`config.mk`:
```
export PLATFORM = sky130hd
export DESIGN_NAME = rotor_zero_cross_slip_timer
export DESIGN_NICKNAME = d
export VERILOG_FILES = /design/src/hw/rtl/rzc_pkg.sv /design/src/hw/rtl/rzc_ram.sv /design/src/hw/rtl/rzc_div.sv /design/src/hw/rtl/rzc_ctrl.sv /design/src/hw/rtl/rzc_dp.sv /design/src/hw/rtl/rotor_zero_cross_slip_timer.sv
export SDC_FILE = /design/constraint.sdc
export NUM_CORES = 1
export LEC_CHECK = 0
export BUFFER_PORTS_ARGS = -buffer_cell sky130_fd_sc_hd__buf_4
export CAP_MARGIN = 30
export CORE_MARGIN = 2
export CORE_UTILIZATION = 30
export CTS_CLUSTER_SIZE = 10
export DETAILED_ROUTE_END_ITERATION = 10
export PLACE_DENSITY = 0.53
export SYNTH_ARGS = -nofsm -noshare
export SYNTH_HDL_FRONTEND = slang
export SYNTH_SLANG_ARGS = --single-unit
```
`constraint.sdc`:
```
create_clock -name clk -period 14 [get_ports clk]
set_input_delay 2.1 -clock clk [delete_from_list [all_inputs] [get_ports clk]]
set_output_delay 2.1 -clock clk [all_outputs]
set_load 0.1 [all_outputs]
```
`src/hw/rtl/rzc_pkg.sv`:
```
// Shared types and constants for the rotor zero-cross slip timer.
package rzc_pkg;

  // Configuration port
  localparam int CFG_IDX_W = 2;
  localparam int CFG_DW    = 15;

  localparam logic [CFG_IDX_W-1:0] REG_MAX_PERIOD   = 2'd0;
  localparam logic [CFG_IDX_W-1:0] REG_MIN_PERIOD   = 2'd1;
  localparam logic [CFG_IDX_W-1:0] REG_DEPTH_DEG    = 2'd2;
  localparam logic [CFG_IDX_W-1:0] REG_FILTER_DELAY = 2'd3;

  // Serial divider sizing: dividend covers 6*65536 + 65535/2, divisor a 16-bit period
  localparam int DIV_DW = 19;
  localparam int DIV_VW = 16;

  // 6.0 in Q3.16, and degrees in a full turn
  localparam logic [DIV_DW-1:0] SLIP_NUM = 19'd393216;
  localparam logic [DIV_DW-1:0] DEG_FULL = 19'd360;

  typedef enum logic [1:0] {
    OP_SLIP,
    OP_DEG,
    OP_PURE
  } rzc_div_op_t;

  // Controller to datapath
  typedef struct packed {
    logic        capture;
    logic        upd;
    logic        div_start;
    logic        div_latch;
    rzc_div_op_t div_op;
    logic        fin;
    logic        out_load;
  } rzc_cmd_t;

  // Datapath to controller
  typedef struct packed {
    logic enable;
    logic cross_ok;
    logic depth_zero;
    logic div_done;
    logic out_free;
  } rzc_sts_t;

endpackage

```
`src/hw/rtl/rzc_ram.sv`:
```
// Generic single-port-write, registered-read RAM.
module rzc_ram #(
  parameter int WIDTH = 16,
  parameter int DEPTH = 8
) (
  input  logic                     clk,
  input  logic                     we,
  input  logic [$clog2(DEPTH)-1:0] waddr,
  input  logic [WIDTH-1:0]         wdata,
  input  logic                     re,
  input  logic [$clog2(DEPTH)-1:0] raddr,
  output logic [WIDTH-1:0]         rdata
);

  logic [WIDTH-1:0] mem_r [DEPTH];
  logic [WIDTH-1:0] rdata_r;

  always_ff @(posedge clk) begin
    if (we) begin
      mem_r[waddr] <= wdata;
    end
    if (re) begin
      rdata_r <= mem_r[raddr];
    end
  end

  assign rdata = rdata_r;

endmodule

```
`src/hw/rtl/rzc_div.sv`:
```
// Restoring divider, one quotient bit per cycle.
module rzc_div (
  input  logic                        clk,
  input  logic                        rst_n,
  input  logic                        start,
  input  logic [rzc_pkg::DIV_DW-1:0]  dividend,
  input  logic [rzc_pkg::DIV_VW-1:0]  divisor,
  output logic                        done,
  output logic [rzc_pkg::DIV_DW-1:0]  quotient
);
  import rzc_pkg::*;

  localparam int CNT_W = $clog2(DIV_DW);

  logic              busy_r;
  logic              done_r;
  logic [CNT_W-1:0]  cnt_r;
  logic [DIV_VW-1:0] rem_r;
  logic [DIV_VW-1:0] rem_nxt;
  logic [DIV_DW-1:0] quo_r;
  logic [DIV_VW-1:0] dvs_r;
  logic [DIV_VW:0]   trial;
  logic [DIV_VW:0]   diff;
  logic              ge;

  assign trial   = {rem_r, quo_r[DIV_DW-1]};
  assign diff    = trial - {1'b0, dvs_r};
  assign ge      = (trial >= {1'b0, dvs_r});
  assign rem_nxt = ge ? diff[DIV_VW-1:0] : trial[DIV_VW-1:0];

  always_ff @(posedge clk) begin
    if (!rst_n) begin
      busy_r <= 1'b0;
      done_r <= 1'b0;
      cnt_r  <= '0;
    end else begin
      done_r <= 1'b0;
      if (start) begin
        busy_r <= 1'b1;
        cnt_r  <= '0;
        rem_r  <= '0;
        quo_r  <= dividend;
        dvs_r  <= divisor;
      end else if (busy_r) begin
        rem_r <= rem_nxt;
        quo_r <= {quo_r[DIV_DW-2:0], ge};
        cnt_r <= cnt_r + 1'b1;
        if (cnt_r == CNT_W'(DIV_DW - 1)) begin
          busy_r <= 1'b0;
          done_r <= 1'b1;
        end
      end
    end
  end

  assign done     = done_r;
  assign quotient = quo_r;

`ifndef SYNTH
  a_no_restart: assert property (@(posedge clk) disable iff (!rst_n)
    start |-> !busy_r)
    else $error("divider restarted while busy");

  a_busy_ends_in_done: assert property (@(posedge clk) disable iff (!rst_n)
    (busy_r && !start) |=> (busy_r || done_r))
    else $error("divider left busy without done");
`endif

endmodule

```
`src/hw/rtl/rzc_ctrl.sv`:
```
// Sequencer for one sample: update, up to three divisions, finish, hand off.
module rzc_ctrl (
  input  logic              clk,
  input  logic              rst_n,
  input  logic              in_valid,
  output logic              in_stall,
  input  rzc_pkg::rzc_sts_t sts,
  output rzc_pkg::rzc_cmd_t cmd
);
  import rzc_pkg::*;

  typedef enum logic [3:0] {
    S_IDLE,
    S_UPD,
    S_SLIP_GO,
    S_SLIP_WAIT,
    S_DEG_GO,
    S_DEG_WAIT,
    S_PURE_GO,
    S_PURE_WAIT,
    S_FIN,
    S_OUT
  } state_t;

  state_t state_r;
  state_t state_nxt;

  always_comb begin
    state_nxt     = state_r;
    cmd           = '0;
    cmd.div_op    = OP_SLIP;
    unique case (state_r)
      S_IDLE: begin
        cmd.capture = in_valid;
        if (in_valid) state_nxt = S_UPD;
      end
      S_UPD: begin
        cmd.upd   = 1'b1;
        state_nxt = (sts.enable && sts.cross_ok) ? S_SLIP_GO : S_OUT;
      end
      S_SLIP_GO: begin
        cmd.div_start = 1'b1;
        state_nxt     = S_SLIP_WAIT;
      end
      S_SLIP_WAIT: begin
        cmd.div_latch = sts.div_done;
        if (sts.div_done) state_nxt = sts.depth_zero ? S_FIN : S_DEG_GO;
      end
      S_DEG_GO: begin
        cmd.div_op    = OP_DEG;
        cmd.div_start = 1'b1;
        state_nxt     = S_DEG_WAIT;
      end
      S_DEG_WAIT: begin
        cmd.div_op    = OP_DEG;
        cmd.div_latch = sts.div_done;
        if (sts.div_done) state_nxt = S_PURE_GO;
      end
      S_PURE_GO: begin
        cmd.div_op    = OP_PURE;
        cmd.div_start = 1'b1;
        state_nxt     = S_PURE_WAIT;
      end
      S_PURE_WAIT: begin
        cmd.div_op    = OP_PURE;
        cmd.div_latch = sts.div_done;
        if (sts.div_done) state_nxt = S_FIN;
      end
      S_FIN: begin
        cmd.fin   = 1'b1;
        state_nxt = S_OUT;
      end
      S_OUT: begin
        cmd.out_load = sts.out_free;
        if (sts.out_free) state_nxt = S_IDLE;
      end
      default: state_nxt = S_IDLE;
    endcase
  end

  always_ff @(posedge clk) begin
    if (!rst_n) begin
      state_r <= S_IDLE;
    end else begin
      state_r <= state_nxt;
    end
  end

  assign in_stall = (state_r != S_IDLE);

`ifndef SYNTH
  a_done_only_waiting: assert property (@(posedge clk) disable iff (!rst_n)
    sts.div_done |-> (state_r == S_SLIP_WAIT || state_r == S_DEG_WAIT ||
                      state_r == S_PURE_WAIT))
    else $error("divider done outside a wait state");

  a_disabled_skips: assert property (@(posedge clk) disable iff (!rst_n)
    (state_r == S_UPD && !sts.enable) |=> (state_r == S_OUT))
    else $error("disabled sample did not go straight to output");

  a_one_cmd: assert property (@(posedge clk) disable iff (!rst_n)
    $onehot0({cmd.capture, cmd.upd, cmd.div_start, cmd.fin, cmd.out_load}))
    else $error("more than one datapath command at once");
`endif

endmodule

```
`src/hw/rtl/rzc_dp.sv`:
```
// Datapath: window RAM, moving sum, period counters, divider, result register.
module rzc_dp #(
  parameter int WINDOW_LEN = 8
) (
  input  logic                           clk,
  input  logic                           rst_n,
  input  logic                           cfg_we,
  input  logic [rzc_pkg::CFG_IDX_W-1:0]  cfg_index,
  input  logic [rzc_pkg::CFG_DW-1:0]     cfg_data,
  input  logic                           in_enable,
  input  logic signed [15:0]             in_sample,
  input  rzc_pkg::rzc_cmd_t              cmd,
  output rzc_pkg::rzc_sts_t              sts,
  output logic                           out_valid,
  input  logic                           out_stall,
  output logic                           out_zero_cross,
  output logic                           out_fire,
  output logic                           out_slip_valid,
  output logic [15:0]                    out_slip,
  output logic [15:0]                    out_period_ticks
);
  import rzc_pkg::*;

  localparam int AW       = $clog2(WINDOW_LEN);
  localparam int SW       = 16 + AW;
  localparam int HALF_WIN = WINDOW_LEN / 2;

  function automatic logic [15:0] sat_inc(input logic [15:0] v);
    sat_inc = (v == 16'hFFFF) ? v : v + 16'd1;
  endfunction

  // configuration
  logic [14:0] max_period_r;
  logic [14:0] min_period_r;
  logic [8:0]  depth_r;
  logic [7:0]  fdel_r;

  // tick state
  logic [WINDOW_LEN-1:0] vld_r;
  logic [AW-1:0]         wpos_r;
  logic signed [SW-1:0]  sum_r;
  logic [15:0]           pc_r;
  logic [15:0]           pos_r;
  logic [15:0]           neg_r;
  logic                  neg_seen_r;
  logic                  waiting_r;
  logic [15:0]           wait_r;
  logic [15:0]           target_r;
  logic [15:0]           slip_r;

  // per-sample working registers
  logic                  en_r;
  logic signed [15:0]    smp_r;
  logic                  rd_vld_r;
  logic [15:0]           p_r;
  logic [8:0]            deg_r;
  logic                  res_zc_r;
  logic                  res_fire_r;
  logic                  res_valid_r;
  logic [15:0]           res_period_r;

  // result register
  logic                  out_valid_r;
  logic                  out_zc_r;
  logic                  out_fire_r;
  logic                  out_sv_r;
  logic [15:0]           out_slip_r;
  logic [15:0]           out_period_r;

  // window RAM
  logic [15:0] ram_rd;

  rzc_ram #(
    .WIDTH (16),
    .DEPTH (WINDOW_LEN)
  ) u_win (
    .clk   (clk),
    .we    (cmd.upd && en_r),
    .waddr (wpos_r),
    .wdata (smp_r),
    .re    (cmd.capture),
    .raddr (wpos_r),
    .rdata (ram_rd)
  );

  // divider
  logic [DIV_DW-1:0] div_dvd;
  logic [DIV_VW-1:0] div_dvs;
  logic              div_done;
  logic [DIV_DW-1:0] div_q;
  logic [8:0]        deg_div;

  assign deg_div = (deg_r == 9'd0) ? 9'd1 : deg_r;

  always_comb begin
    case (cmd.div_op)
      OP_DEG: begin
        div_dvd = DEG_FULL;
        div_dvs = {7'd0, depth_r};
      end
      OP_PURE: begin
        div_dvd = {3'd0, p_r};
        div_dvs = {7'd0, deg_div};
      end
      default: begin
        div_dvd = SLIP_NUM + {4'd0, p_r[15:1]};
        div_dvs = p_r;
      end
    endcase
  end

  rzc_div u_div (
    .clk      (clk),
    .rst_n    (rst_n),
    .start    (cmd.div_start),
    .dividend (div_dvd),
    .divisor  (div_dvs),
    .done     (div_done),
    .quotient (div_q)
  );

  // tick update
  logic                 ovl;
  logic [15:0]          pc0, pos0, neg0, wt0, pc1, pos1, neg1, winc, wt1;
  logic                 wtg0, wtg1, fire1;
  logic signed [15:0]   old_smp;
  logic signed [SW-1:0] sum_nxt;
  logic                 nonneg, xing, len_ok;
  logic [13:0]          half;

  always_comb begin
    ovl  = (pc_r > {1'b0, max_period_r});
    pc0  = ovl ? 16'd0 : pc_r;
    pos0 = ovl ? 16'd0 : pos_r;
    neg0 = ovl ? 16'd0 : neg_r;
    wtg0 = ovl ? 1'b0  : waiting_r;
    wt0  = ovl ? 16'd0 : wait_r;
    pc1  = sat_inc(pc0);

    old_smp = rd_vld_r ? $signed(ram_rd) : 16'sd0;
    sum_nxt = sum_r - {{(SW-16){old_smp[15]}}, old_smp} + {{(SW-16){smp_r[15]}}, smp_r};

    winc  = sat_inc(wt0);
    fire1 = 1'b0;
    wtg1  = wtg0;
    wt1   = wt0;
    if (wtg0) begin
      if (winc >= target_r) begin
        fire1 = 1'b1;
        wtg1  = 1'b0;
        wt1   = 16'd0;
      end else begin
        wt1 = winc;
      end
    end

    nonneg = !sum_nxt[SW-1];
    pos1   = nonneg ? sat_inc(pos0) : pos0;
    neg1   = nonneg ? neg0 : sat_inc(neg0);
    xing   = nonneg && (sum_nxt != '0) && neg_seen_r;
    half   = min_period_r[14:1];
    len_ok = (pc1 > {1'b0, min_period_r}) && (pos1 > {2'd0, half}) &&
             (neg1 > {2'd0, half});
  end

  // firing target from the pure delay
  logic [15:0] pure_dly;
  logic [17:0] tgt;
  logic        tgt_pos;

  assign pure_dly = (depth_r == 9'd0) ? 16'd0 : div_q[15:0];
  assign tgt      = {2'd0, pure_dly} - 18'(HALF_WIN) - {10'd0, fdel_r};
  assign tgt_pos  = !tgt[17] && (tgt != 18'd0);

  always_ff @(posedge clk) begin
    if (!rst_n) begin
      max_period_r <= 15'd600;
      min_period_r <= 15'd20;
      depth_r      <= 9'd30;
      fdel_r       <= 8'd4;
      vld_r        <= '0;
      wpos_r       <= '0;
      sum_r        <= '0;
      pc_r         <= '0;
      pos_r        <= '0;
      neg_r        <= '0;
      neg_seen_r   <= 1'b0;
      waiting_r    <= 1'b0;
      wait_r       <= '0;
      target_r     <= '0;
      slip_r       <= '0;
      out_valid_r  <= 1'b0;
    end else begin
      if (cfg_we) begin
        unique case (cfg_index)
          REG_MAX_PERIOD:   max_period_r <= cfg_data;
          REG_MIN_PERIOD:   min_period_r <= cfg_data;
          REG_DEPTH_DEG:    depth_r      <= cfg_data[8:0];
          REG_FILTER_DELAY: fdel_r       <= cfg_data[7:0];
          default: ;
        endcase
      end

      if (cmd.capture) begin
        en_r         <= in_enable;
        smp_r        <= in_sample;
        rd_vld_r     <= vld_r[wpos_r];
        res_zc_r     <= 1'b0;
        res_fire_r   <= 1'b0;
        res_valid_r  <= 1'b0;
        res_period_r <= '0;
      end

      if (cmd.upd && en_r) begin
        vld_r[wpos_r] <= 1'b1;
        wpos_r        <= (wpos_r == AW'(WINDOW_LEN - 1)) ? '0 : wpos_r + 1'b1;
        sum_r         <= sum_nxt;
        res_fire_r    <= fire1;
        if (xing) begin
          p_r          <= pc1;
          res_zc_r     <= 1'b1;
          res_valid_r  <= len_ok;
          res_period_r <= pc1;
          neg_seen_r   <= 1'b0;
          pc_r         <= '0;
          pos_r        <= '0;
          neg_r        <= '0;
          waiting_r    <= len_ok ? wtg1 : 1'b0;
          wait_r       <= len_ok ? wt1  : 16'd0;
        end else begin
          neg_seen_r   <= neg_seen_r | !nonneg;
          pc_r         <= pc1;
          pos_r        <= pos1;
          neg_r        <= neg1;
          waiting_r    <= wtg1;
          wait_r       <= wt1;
        end
      end

      if (cmd.div_latch && cmd.div_op == OP_SLIP) begin
        slip_r <= (div_q[18:16] != 3'd0) ? 16'hFFFF : div_q[15:0];
      end
      if (cmd.div_latch && cmd.div_op == OP_DEG) begin
        deg_r <= div_q[8:0];
      end

      if (cmd.fin) begin
        if (tgt_pos) begin
          target_r  <= tgt[15:0];
          wait_r    <= '0;
          waiting_r <= 1'b1;
        end else begin
          target_r   <= '0;
          waiting_r  <= 1'b0;
          res_fire_r <= 1'b1;
        end
      end

      if (cmd.out_load) begin
        out_valid_r  <= 1'b1;
        out_zc_r     <= res_zc_r;
        out_fire_r   <= res_fire_r;
        out_sv_r     <= res_valid_r;
        out_slip_r   <= slip_r;
        out_period_r <= res_period_r;
      end else if (!out_stall) begin
        out_valid_r <= 1'b0;
      end
    end
  end

  always_comb begin
    sts            = '0;
    sts.enable     = en_r;
    sts.cross_ok   = xing && len_ok;
    sts.depth_zero = (depth_r == 9'd0);
    sts.div_done   = div_done;
    sts.out_free   = !out_valid_r || !out_stall;
  end

  assign out_valid        = out_valid_r;
  assign out_zero_cross   = out_zc_r;
  assign out_fire         = out_fire_r;
  assign out_slip_valid   = out_sv_r;
  assign out_slip         = out_slip_r;
  assign out_period_ticks = out_period_r;

endmodule

```
`src/hw/rtl/rotor_zero_cross_slip_timer.sv`:
```
// Top level of the rotor zero-cross slip timer: controller plus datapath.
//
//  channel  direction  handshake             word
//  in_      input      in_valid / in_stall   in_enable, in_sample
//  out_     output     out_valid / out_stall out_zero_cross, out_fire, out_slip_valid,
//                                            out_slip, out_period_ticks
//  cfg_     input      cfg_we                cfg_index, cfg_data (write only)
//
// One word in, one word out. A disabled sample or an ordinary tick goes from the update
// step straight to the output register; a crossing that passes the length checks first
// runs three back-to-back 19-step divisions on the one shared serial divider
// (slip, 360/depth_deg, period/divisor). With depth_deg at zero the last two are
// skipped.
// A new word is taken only once the previous result sits in the output register,
// so a stalled output holds at most one finished word while the next is accepted.
// rst_n is synchronous, active low; the window reads as zeros until each entry is
// written (per-entry valid bits), and the registers return to their defaults.
module rotor_zero_cross_slip_timer #(
  parameter int WINDOW_LEN = 8
) (
  input  logic                          clk,
  input  logic                          rst_n,
  // configuration
  input  logic                          cfg_we,
  input  logic [rzc_pkg::CFG_IDX_W-1:0] cfg_index,
  input  logic [rzc_pkg::CFG_DW-1:0]    cfg_data,
  // sample words
  input  logic                          in_valid,
  output logic                          in_stall,
  input  logic                          in_enable,
  input  logic signed [15:0]            in_sample,
  // result words
  output logic                          out_valid,
  input  logic                          out_stall,
  output logic                          out_zero_cross,
  output logic                          out_fire,
  output logic                          out_slip_valid,
  output logic [15:0]                   out_slip,
  output logic [15:0]                   out_period_ticks
);
  import rzc_pkg::*;

  rzc_cmd_t cmd;
  rzc_sts_t sts;

  // Sequencing only; no payload passes through the controller.
  rzc_ctrl u_ctrl (
    .clk      (clk),
    .rst_n    (rst_n),
    .in_valid (in_valid),
    .in_stall (in_stall),
    .sts      (sts),
    .cmd      (cmd)
  );

  // All state but the controller's sequence lives here, including the result register.
  rzc_dp #(
    .WINDOW_LEN (WINDOW_LEN)
  ) u_dp (
    .clk              (clk),
    .rst_n            (rst_n),
    .cfg_we           (cfg_we),
    .cfg_index        (cfg_index),
    .cfg_data         (cfg_data),
    .in_enable        (in_enable),
    .in_sample        (in_sample),
    .cmd              (cmd),
    .sts              (sts),
    .out_valid        (out_valid),
    .out_stall        (out_stall),
    .out_zero_cross   (out_zero_cross),
    .out_fire         (out_fire),
    .out_slip_valid   (out_slip_valid),
    .out_slip         (out_slip),
    .out_period_ticks (out_period_ticks)
  );

endmodule

```
==> qor.yml, run 1 <==
run_status:
  status: "finished clean"
floorplan:
  die_area_mm2: 0.0863
  fp.coreArea_mm2: 0.0834
  num_rows: 106
  start_util_pct: 30.2
  fp.dieH_um: 294
  top_level_ports: 76
  die_width_um: 294
flow_run:
  maxCapViolations: 0
global_route:
  grt_max_degree: 74
  grt.total_usage_pct: 16.4
  grt_pass1_vias: 19365
  antenna_found_initial: 4
  overflow: 0
  grt_pass1_wl_um: 112000
clocking:
  ctsResizeCount: 0
  cts_made_buffers: 57
  cts_setup_buffers: 0
  path_clk_slew_ns: 0.06
  clockBufferDepth: 3
  postCtsHoldBufs: 0
  clkSinkCount: 479
  cts_tree: "yes"
  cts_max_level: 2
  clock-root-buffer: "clkbuf_16"
  clk_latency_ns: 0.64
synth:
  synth-xor-area-share_pct: 3.13
  synth_top_area_share_pct: 34.8
  synthesis.area_mm2: 0.0252
  synth_top_family_by_area: "simple AND/OR/NAND/NOR gates"
  synth-async-reset-ratio_pct: 0
  synth_fa_ha_area_share_pct: 7.90
  ys_ff_latch: 479
  yosys_warnings: 0
  synth-edff-count: 292
  synth_mux_area_share_pct: 1.53
  synthCells: 2562
  synth_compound_area_share_pct: 15.5
  postSynthAreaPerCell_um2: 9.84
  synth_top_flop_cell: "edfxtp_1"
  synthTopCellsByArea: "edfxtp_1 (35%), dfxtp_1 (15%), ha_1 (6.3%)"
  yosys.area_share.simple_pct: 17.6
  netlist-cell-type-count: 88
  synth.net_count: 2748
  yosysSeqAreaShare_pct: 49.7
  synth.largest_area_cell: "edfxtp_1"
sta:
  tns_ns: 0
  min_period_over_period_pct: 54.5
  slew_headroom_pct: 34.5
  report.final.slew_viol_count: 0
  setup_violations: 0
  hold_violations: 0
  final.setup.worst_slack_ns: 6.37
  fmax_ghz: 0.131
  rsz0062_at_grt: "false"
  layout_min_cycle_time_ns: 7.63
  tightestPinTransition_ns: 0.979
  finClkSkew_ns: 0.0596
cells_and_area:
  final_common_cell: "nand2_1"
  antenna_cells: 0
  area_growth_syn_to_layout_pct: 14.4
  layout_common_cells: "nand2_1 (330), edfxtp_1 (292), dfxtp_1 (187)"
  final_cells: 3736
  largest_reg_flops: 128
  top_register: "u_dp.u_win.mem_r"
  drive_gt1_share_pct: 9.34
  fin_nets: 2795
hold_path:
  hp-start: "u_dp.slip_r[4]"
  hold_class: "flip-flop to flip-flop"
critical_path:
  required_ns: 14.52
  cp-start-kind: "flip-flop"
  crit_start: "u_dp.rd_vld_r"
  crit_buf_inv: 1
  worstPathArrival_ns: 8.15
  cpPeakStageDelay_ns: 0.77
  crit_path_max_fanout: 16
  worst_path_max_delay_cell: "nor2_1"
  crit_chain: "and2_1, fa_1, fa_1, nor2b_1, o2111ai_1, a21o_1, a31oi_1, mux2_2, nor2_1, nand2_1, mux2_2, ha_1, nor2b_1, o21a_1, o21ai_0, a2111oi_0, o21ai_0, o32ai_1, o221ai_1, nor3_1, buf_2, o2111a_2, a22o_1"
  worstSetupPathType: "flip-flop to flip-flop"
  timing.rr.start: "u_dp.rd_vld_r"
  cp-end-kind: "flip-flop"
  cp_top_family: "compound AO/OA/AOI/OAI gates"
routing:
  wirelength_um: 71800
  drt_iter0_markers: 1456
  via_per_inst: 5.26
  ant_nets: 0
  drc: 0
  vias: 19633
  dr.pass1.iters: 6
  wire_per_inst_um: 19.2
place:
  numPlacedInstances: 3629
  hpwl_um: 50100
  io_buffers: 75
  globalplace.congestion: 0.855
  detailedPlace.worstSlack_ns: 6.56
pwr:
  leakage_nw: 10.4
  power_density_mw_per_mm2: 152
  peakVddDrop_uv: 95.9
## cells by family after synthesis
logic type      after synthesis
compound gates              585
xor+xnor                     90
fa+ha+maj                   147
mux                          38
buf+inv                     303
simple gates                920
flops                       479
## routing by layer
layer,vias to the layer above,share of wire (%),GRT usage (%)
met4,4,3.2,5.60
met1,9529,44,21.1
li1,9417,-,-
met2,544,49,28.3
met5,-,0.028,0
met3,139,4.5,2.29
## through the flow
step / util, % / cell area [µm²] / power, mW / hold WS (ns)
floorplan: - / 25200 / 2.66 / 0.409
global placement: 32.3 / 27000 / 3.00 / 0.428
detailed placement: 32.4 / 27000 / 3.02 / 0.426
CTS: 34.5 / 28800 / 4.42 / 0.441
global route: 34.5 / 28800 / 4.64 / 0.455
finish: 34.5 / 28800 / 4.39 / 0.437
## path summary, 6_finish.rpt
path                       to  slack, ns  depth (start not counted)
max reg2reg   u_dp.wait_r[14]       6.37                         23
min reg2reg  u_dp.out_slip[4]       0.44                          0
min          u_dp.out_slip[4]       0.44                          0
max           u_dp.wait_r[14]       6.37                         23
## synthesized netlist by cell type, types with 8 or more instances
| cell type | number |
|---|---|
| a211oi_1 | 19 |
| a21o_1 | 22 |
| a21oi_1 | 174 |
| a22o_1 | 19 |
| a22oi_1 | 77 |
| a31oi_1 | 16 |
| and2_1 | 52 |
| and3_1 | 35 |
| and4_1 | 10 |
| buf_1 | 8 |
| clkbuf_1 | 112 |
| dfxtp_1 | 187 |
| edfxtp_1 | 292 |
| fa_1 | 20 |
| ha_1 | 127 |
| inv_1 | 173 |
| mux2i_1 | 34 |
| nand2_1 | 331 |
| nand2b_1 | 10 |
| nand3_1 | 101 |
| nand4_1 | 49 |
| nor2_1 | 165 |
| nor2b_1 | 18 |
| nor3_1 | 46 |
| nor3b_1 | 9 |
| nor4_1 | 26 |
| o211ai_1 | 17 |
| o21a_1 | 29 |
| o21ai_0 | 100 |
| o221a_2 | 16 |
| o31ai_1 | 13 |
| or2_2 | 9 |
| or3_1 | 25 |
| or4_1 | 12 |
| xnor2_1 | 54 |
| xor2_1 | 36 |
## report_power, final
part,switching (mW),internal (mW),total [mW]
sequential,0.0745,1.62,1.69
combinational,0.884,0.435,1.32
clock,0.577,0.807,1.38
## cell type report
type | instances | area, µm²
fillers | 8322 | 54600
flip-flops and latches | 479 | 12500
multi-input cells | 1780 | 11600
clock buffers | 98 | 1630
well taps | 1080 | 1350
repair buffers | 117 | 923
inverters | 174 | 656
clock inverters | 8 | 116
Note: power is estimated with default switching activity, not from simulation.
==> inputs of run 2 (changes only) <==
- ABC_AREA: not set -> 1
- clock period: 14 -> 7.4 ns (I/O delays scaled with it)
==> qor.yml, run 2 <==
run_status:
  status: "finished clean"
pwr:
  peakVddDrop_uv: 174
  seq_power_share_pct: 43.9
  power_density_mw_per_mm2: 236
  leakage_nw: 11.4
  pwr-share-clk_pct: 40.2
  internal_power_mw: 4.81
  p_sw_share_pct: 29.1
  switching_power_mw: 1.97
  combPwrFrac_pct: 15.9
place:
  io_buffers: 75
  hpwl_um: 47400
  globalplace.congestion: 0.869
cells_and_area:
  drive_gt1_share_pct: 9.47
  top_register: "u_dp.u_win.mem_r"
  layout_common_cells: "nand2_1 (513), inv_1 (377), edfxtp_1 (292)"
  regArea_mm2: 0.0125
  area_growth_syn_to_layout_pct: 14.7
  final_common_cell: "nand2_1"
  largest_reg_flops: 128
  multi_input_area_mm2: 0.0107
  antenna_cells: 0
  fillers: 8491
  fin_nets: 3060
synth:
  synth-edff-count: 292
  ys_ff_latch: 479
  synthesis.area_mm2: 0.0250
  synth_most_common_cell: "nand2_1"
  synth_commonest_cells: "nand2_1 (514), inv_1 (378), edfxtp_1 (292), nor2_1 (275), a21oi_1 (218)"
  synth_top_family_by_area: "simple AND/OR/NAND/NOR gates"
  yosys_warnings: 0
  synth.net_count: 2985
  synth.largest_area_cell: "edfxtp_1"
  synth_top_area_share_pct: 35.1
  synthTopCellsByArea: "edfxtp_1 (35%), dfxtp_1 (15%), nand2_1 (7.7%)"
  synth-async-reset-ratio_pct: 0
  synth_fa_ha_area_share_pct: 7.96
  synth-xor-area-share_pct: 3.40
  yosys.area_share.simple_pct: 18.3
  synthCells: 2799
  synth_compound_area_share_pct: 12.6
  synth_mux_area_share_pct: 0
  netlist-cell-type-count: 61
  yosysSeqAreaShare_pct: 50.0
  synth_top_flop_cell: "edfxtp_1"
  postSynthAreaPerCell_um2: 8.93
routing:
  ant_nets: 0
  drt_iter0_markers: 1392
  via_per_inst: 4.76
  dr.pass1.iters: 5
  wire_per_inst_um: 16.7
  vias: 19023
  drc: 0
  wirelength_um: 66800
sta:
  rsz0062_at_grt: "false"
  tightestPinTransition_ns: 1.03
  report.final.slew_viol_count: 0
  setup_violations: 0
  fmax_ghz: 0.167
  hold_violations: 0
  min_period_over_period_pct: 81.1
  finClkSkew_ns: 0.0390
  holdWs_ns: 0.418
  layout_min_cycle_time_ns: 6.00
  slew_headroom_pct: 31.0
  tns_ns: 0
floorplan:
  start_util_pct: 30.4
  num_rows: 105
  die_width_um: 293
  top_level_ports: 76
  die_area_mm2: 0.0857
  fp.dieH_um: 293
  fp.coreArea_mm2: 0.0822
global_route:
  grt_max_degree: 78
  grt_pass1_vias: 18516
  antenna_found_initial: 1
  grt_pass1_wl_um: 105000
  overflow: 0
  grt.total_usage_pct: 15.6
critical_path:
  path_common_cell: "nand2_1"
  worstPathArrival_ns: 6.55
  cp_top_family: "simple AND/OR/NAND/NOR gates"
  crit_path_max_fanout: 17
  worst_path_max_delay_cell: "edfxtp_1"
  required_ns: 7.95
  reg2reg_depth: 32
  worstSetupEndpoint: "u_dp.wait_r[8]"
  timing.rr.start: "u_dp.rd_vld_r"
  cpPeakStageDelay_ns: 0.76
  cp-end-kind: "flip-flop"
  crit_buf_inv: 6
  cp-start-kind: "flip-flop"
  crit_start: "u_dp.rd_vld_r"
  reg2reg_setup_slack_ns: 1.40
  worst-path-stages: 32
  worstSetupPathType: "flip-flop to flip-flop"
  reg2reg_to: "u_dp.wait_r[8]"
clocking:
  postCtsHoldBufs: 0
  clock-root-buffer: "clkbuf_16"
  clockBufferDepth: 3
  ctsResizeCount: 0
  cts_tree: "yes"
  clkSinkCount: 479
  path_clk_slew_ns: 0.06
  cts_setup_buffers: 0
  cts_made_buffers: 58
  cts_max_level: 2
  clk_latency_ns: 0.65
hold_path:
  hold_class: "flip-flop to flip-flop"
  hp-start: "u_dp.slip_r[15]"
flow_run:
  maxCapViolations: 0
-- run 2: cell types whose count changed in the layout (fill, tap and decap cells not counted), sizes merged, moves of 47 or more --
cell / change
inv: +215
nand2: +198
and2: -50
a21oi: +58
o21ai: +47
nor2: +129
-- run 2: worst min-delay path by stage --
stage	to	slack, ns	cells past startpoint
floorplan	u_dp.out_slip[0]	0.41	0
global placement	u_dp.out_slip[6]	0.41	0
detailed placement	u_dp.out_slip[4]	0.42	0
finish	u_dp.out_slip[15]	0.42	0
global route	u_dp.out_slip[11]	0.44	0
CTS	u_dp.out_slip[6]	0.42	0
-- run 2: layout make-up --
type	count	share of cell area [%]
clock buffers	100	5.76
well taps	1070	4.67
flip-flops and latches	479	43.6
multi-input cells	1833	37.3
repair buffers	110	2.99
inverters	392	5.16
clock inverters	10	0.515
-- run 2: cells by family after synthesis --
kind of cell,Yosys count
and+or+nand+nor,1055
DFF,479
buffers and inverters,487
adders and majority gates,147
AOI/OAI and AO/OA,534
xor gates and xnor gates,97
-- run 2: through the flow --
stage	setup WS [ns]	total power [mW]	utilization, %	std cells	instance area [µm²]
2_1_floorplan	2.20	3.78	-	2799	25000
3_3_place_gp	1.59	4.10	32.6	3881	26800
3_5_place_dp	1.41	4.11	32.7	3883	26900
4_1_cts	1.37	6.86	34.8	3993	28700
5_1_grt	0.609	7.12	34.9	3994	28700
6_report	1.40	6.78	34.9	3994	28700
-- run 2: routing by layer --
metal	vias up	global-route usage, %	share of wire [%]
li1	9583	-	-
met1	8995	21.4	48
met2	344	25.3	45
met3	101	2.24	4.0
met4	0	4.63	2.7
met5	-	0	0
-- run 2: worst reg2reg max path, delay by kind of cell, from the launching register on --
| family | cells | cell delay, ns |
|---|---|---|
| compound gates | 6 | 1.13 |
| xor+xnor | 1 | 0.16 |
| fa+ha+maj | 3 | 0.99 |
| buf+inv | 6 | 0.59 |
| flops | 1 | 0.76 |
| simple gates | 16 | 2.29 |
-- run 2: power groups by stage --
| stage | combinational (mW) | sequential, mW | clock [mW] |
|---|---|---|---|
| 2_1_floorplan | 0.751 | 3.03 | 0 |
| 3_3_place_gp | 1.07 | 3.04 | 0 |
| 3_5_place_dp | 1.07 | 3.03 | 0 |
| 4_1_cts | 1.08 | 2.98 | 2.81 |
| 5_1_grt | 1.22 | 2.99 | 2.92 |
| 6_report | 1.08 | 2.98 | 2.73 |
==> inputs of run 3 (changes only) <==
- ABC_AREA: 1 -> 0
- PLACE_DENSITY: 0.53 -> 0.55
- clock period: 7.4 -> 5.2 ns (I/O delays scaled with it)
==> qor.yml, run 3 (same netlist as run 1, synthesis figures left out) <==
clocking:
  clock-root-buffer: "clkbuf_16"
  clockBufferDepth: 3
  path_clk_slew_ns: 0.05
  cts_max_level: 2
  clkSinkCount: 479
  cts_made_buffers: 58
  clk_latency_ns: 0.65
  cts_tree: "yes"
  postCtsHoldBufs: 0
critical_path:
  reg2reg_to: "u_dp.wait_r[2]"
  cpPeakStageDelay_ns: 0.55
  cp-start-kind: "flip-flop"
  cp_top_family: "simple AND/OR/NAND/NOR gates"
  reg2reg_depth: 25
  crit_path_max_fanout: 5
  timing.rr.start: "u_dp.rd_vld_r"
  worst_path_max_delay_cell: "or4_4"
  required_ns: 5.74
  reg2reg_setup_slack_ns: -0.94
  worstSetupPathType: "flip-flop to flip-flop"
  worstPathArrival_ns: 6.69
  cp-end-kind: "flip-flop"
  crit_buf_inv: 3
routing:
  dr.pass1.iters: 6
  vias: 20272
  ant_nets: 0
  drt_iter0_markers: 1445
  via_per_inst: 5.09
  drc: 0
  wirelength_um: 74100
  wire_per_inst_um: 18.6
sta:
  report.final.slew_viol_count: 0
  final.setup.worst_slack_ns: -0.943
  min_period_over_period_pct: 118
  layout_min_cycle_time_ns: 6.14
  slew_headroom_pct: 36.9
  fmax_ghz: 0.163
  finClkSkew_ns: 0.0744
  tns_ns: -18.07
  rsz0062_at_grt: "true"
  tightestPinTransition_ns: 0.946
  setup_violations: 21
  hold_violations: 0
floorplan:
  die_area_mm2: 0.0863
  fp.dieH_um: 294
  die_width_um: 294
  top_level_ports: 76
  num_rows: 106
  start_util_pct: 30.2
  fp.coreArea_mm2: 0.0834
pwr:
  power_density_mw_per_mm2: 421
  leakage_nw: 11.8
  peakVddDrop_uv: 305
cells_and_area:
  drive_gt1_share_pct: 19.5
  layout_common_cells: "buf_4 (340), nand2_1 (327), edfxtp_1 (292)"
  final_common_cell: "buf_4"
  antenna_cells: 0
  area_growth_syn_to_layout_pct: 24.1
  fin_nets: 3035
  largest_reg_flops: 128
  fillers: 8270
  top_register: "u_dp.u_win.mem_r"
place:
  globalplace.congestion: 0.863
  io_buffers: 75
  hpwl_um: 51800
  detailedPlace.worstSlack_ns: -1.02
run_status:
  violations: "setup timing"
  status: "finished with violations"
global_route:
  grt.total_usage_pct: 16.9
  grt_pass1_wl_um: 115000
  grt_max_degree: 63
  antenna_found_initial: 2
  overflow: 0
  grt_pass1_vias: 19699
hold_path:
  hold_depth: 1
  hold_class: "input port to flip-flop"
  hold_end: "u_dp.smp_r[15]"
  hp-start: "in_sample[15]"
flow_run:
  maxCapViolations: 0
-- run 3: changes by cell type in the layout (fill, tap and decap cells not counted), moves of 44 or more --
cell,previous run,this run
a21oi_1,218,170
and2_1,1,45
buf_4,107,340
inv_1,377,172
nand2_1,513,327
nor2_1,270,158
o21ai_0,141,92
-- run 3: worst max-delay path by stage --
stage,slack [ns],from,cells after the start,end
after floorplan,-0.69,u_dp.rd_vld_r,25,u_dp.wait_r[5]
after global placement,-0.94,u_dp.rd_vld_r,23,u_dp.wait_r[2]
after detailed placement,-1.02,u_dp.rd_vld_r,23,u_dp.wait_r[2]
after CTS,-0.92,u_dp.rd_vld_r,24,u_dp.res_valid_r
after global routing,-1.17,u_dp.rd_vld_r,25,u_dp.wait_r[2]
final,-0.94,u_dp.rd_vld_r,25,u_dp.wait_r[2]
-- run 3: repair_timing --
item / CTS / global route
resized for setup: 40 / 51
pin swaps: 27 / 25
gates cloned: 1 / 1
setup buffers: 15 / 8
setup endpoints to repair: 22 / 30
-- run 3: layer usage --
metal / routed length, µm / track usage (%)
met1: 33000 / 22.2
met2: 35500 / 28.6
met3: 3400 / 2.40
met4: 2270 / 5.46
met5: 0 / 0
-- run 3: power by group --
group          internal (mW)  total, mW  switching [mW]
clock network           2.29       3.93            1.64
registers               4.35       4.52           0.169
logic                   2.02       4.73            2.71
total                   8.65       13.2            4.52
-- run 3: layout make-up --
cell class / instances / area [µm²] / share of cell area, %
clock buffers: 98 / 1670 / 5.34
inverters: 174 / 656 / 2.10
clock inverters: 12 / 176 / 0.564
well taps: 1080 / 1350 / 4.32
multi-input cells: 1780 / 12100 / 38.7
flip-flops and latches: 479 / 12500 / 40.0
repair buffers: 356 / 2800 / 8.94
-- run 3: metrics by stage --
| stage | area, µm² | std cells | utilization, % | power, mW | hold WS [ns] |
|---|---|---|---|---|---|
| final | 31300 | 3979 | 37.5 | 13.2 | 0.301 |
| after global routing | 31300 | 3979 | 37.5 | 13.9 | 0.275 |
| after CTS | 31000 | 3971 | 37.2 | 13.1 | 0.266 |
| after detailed placement | 28800 | 3845 | 34.5 | 9.04 | 0.425 |
| after global placement | 28800 | 3843 | 34.5 | 9.04 | 0.422 |
| after floorplan | 25300 | 2562 | - | 7.24 | 0.409 |
-- run 3: worst reg2reg max path: cells and delay by family (launching register included) --
family	cells	cell delay [ns]
buffers and inverters	3	0.35
and+or+nand+nor	9	1.95
adders and majority gates	3	1.06
AOI/OAI and AO/OA	8	1.70
xor gates and xnor gates	1	0.15
muxes	1	0.34
DFF	1	0.50
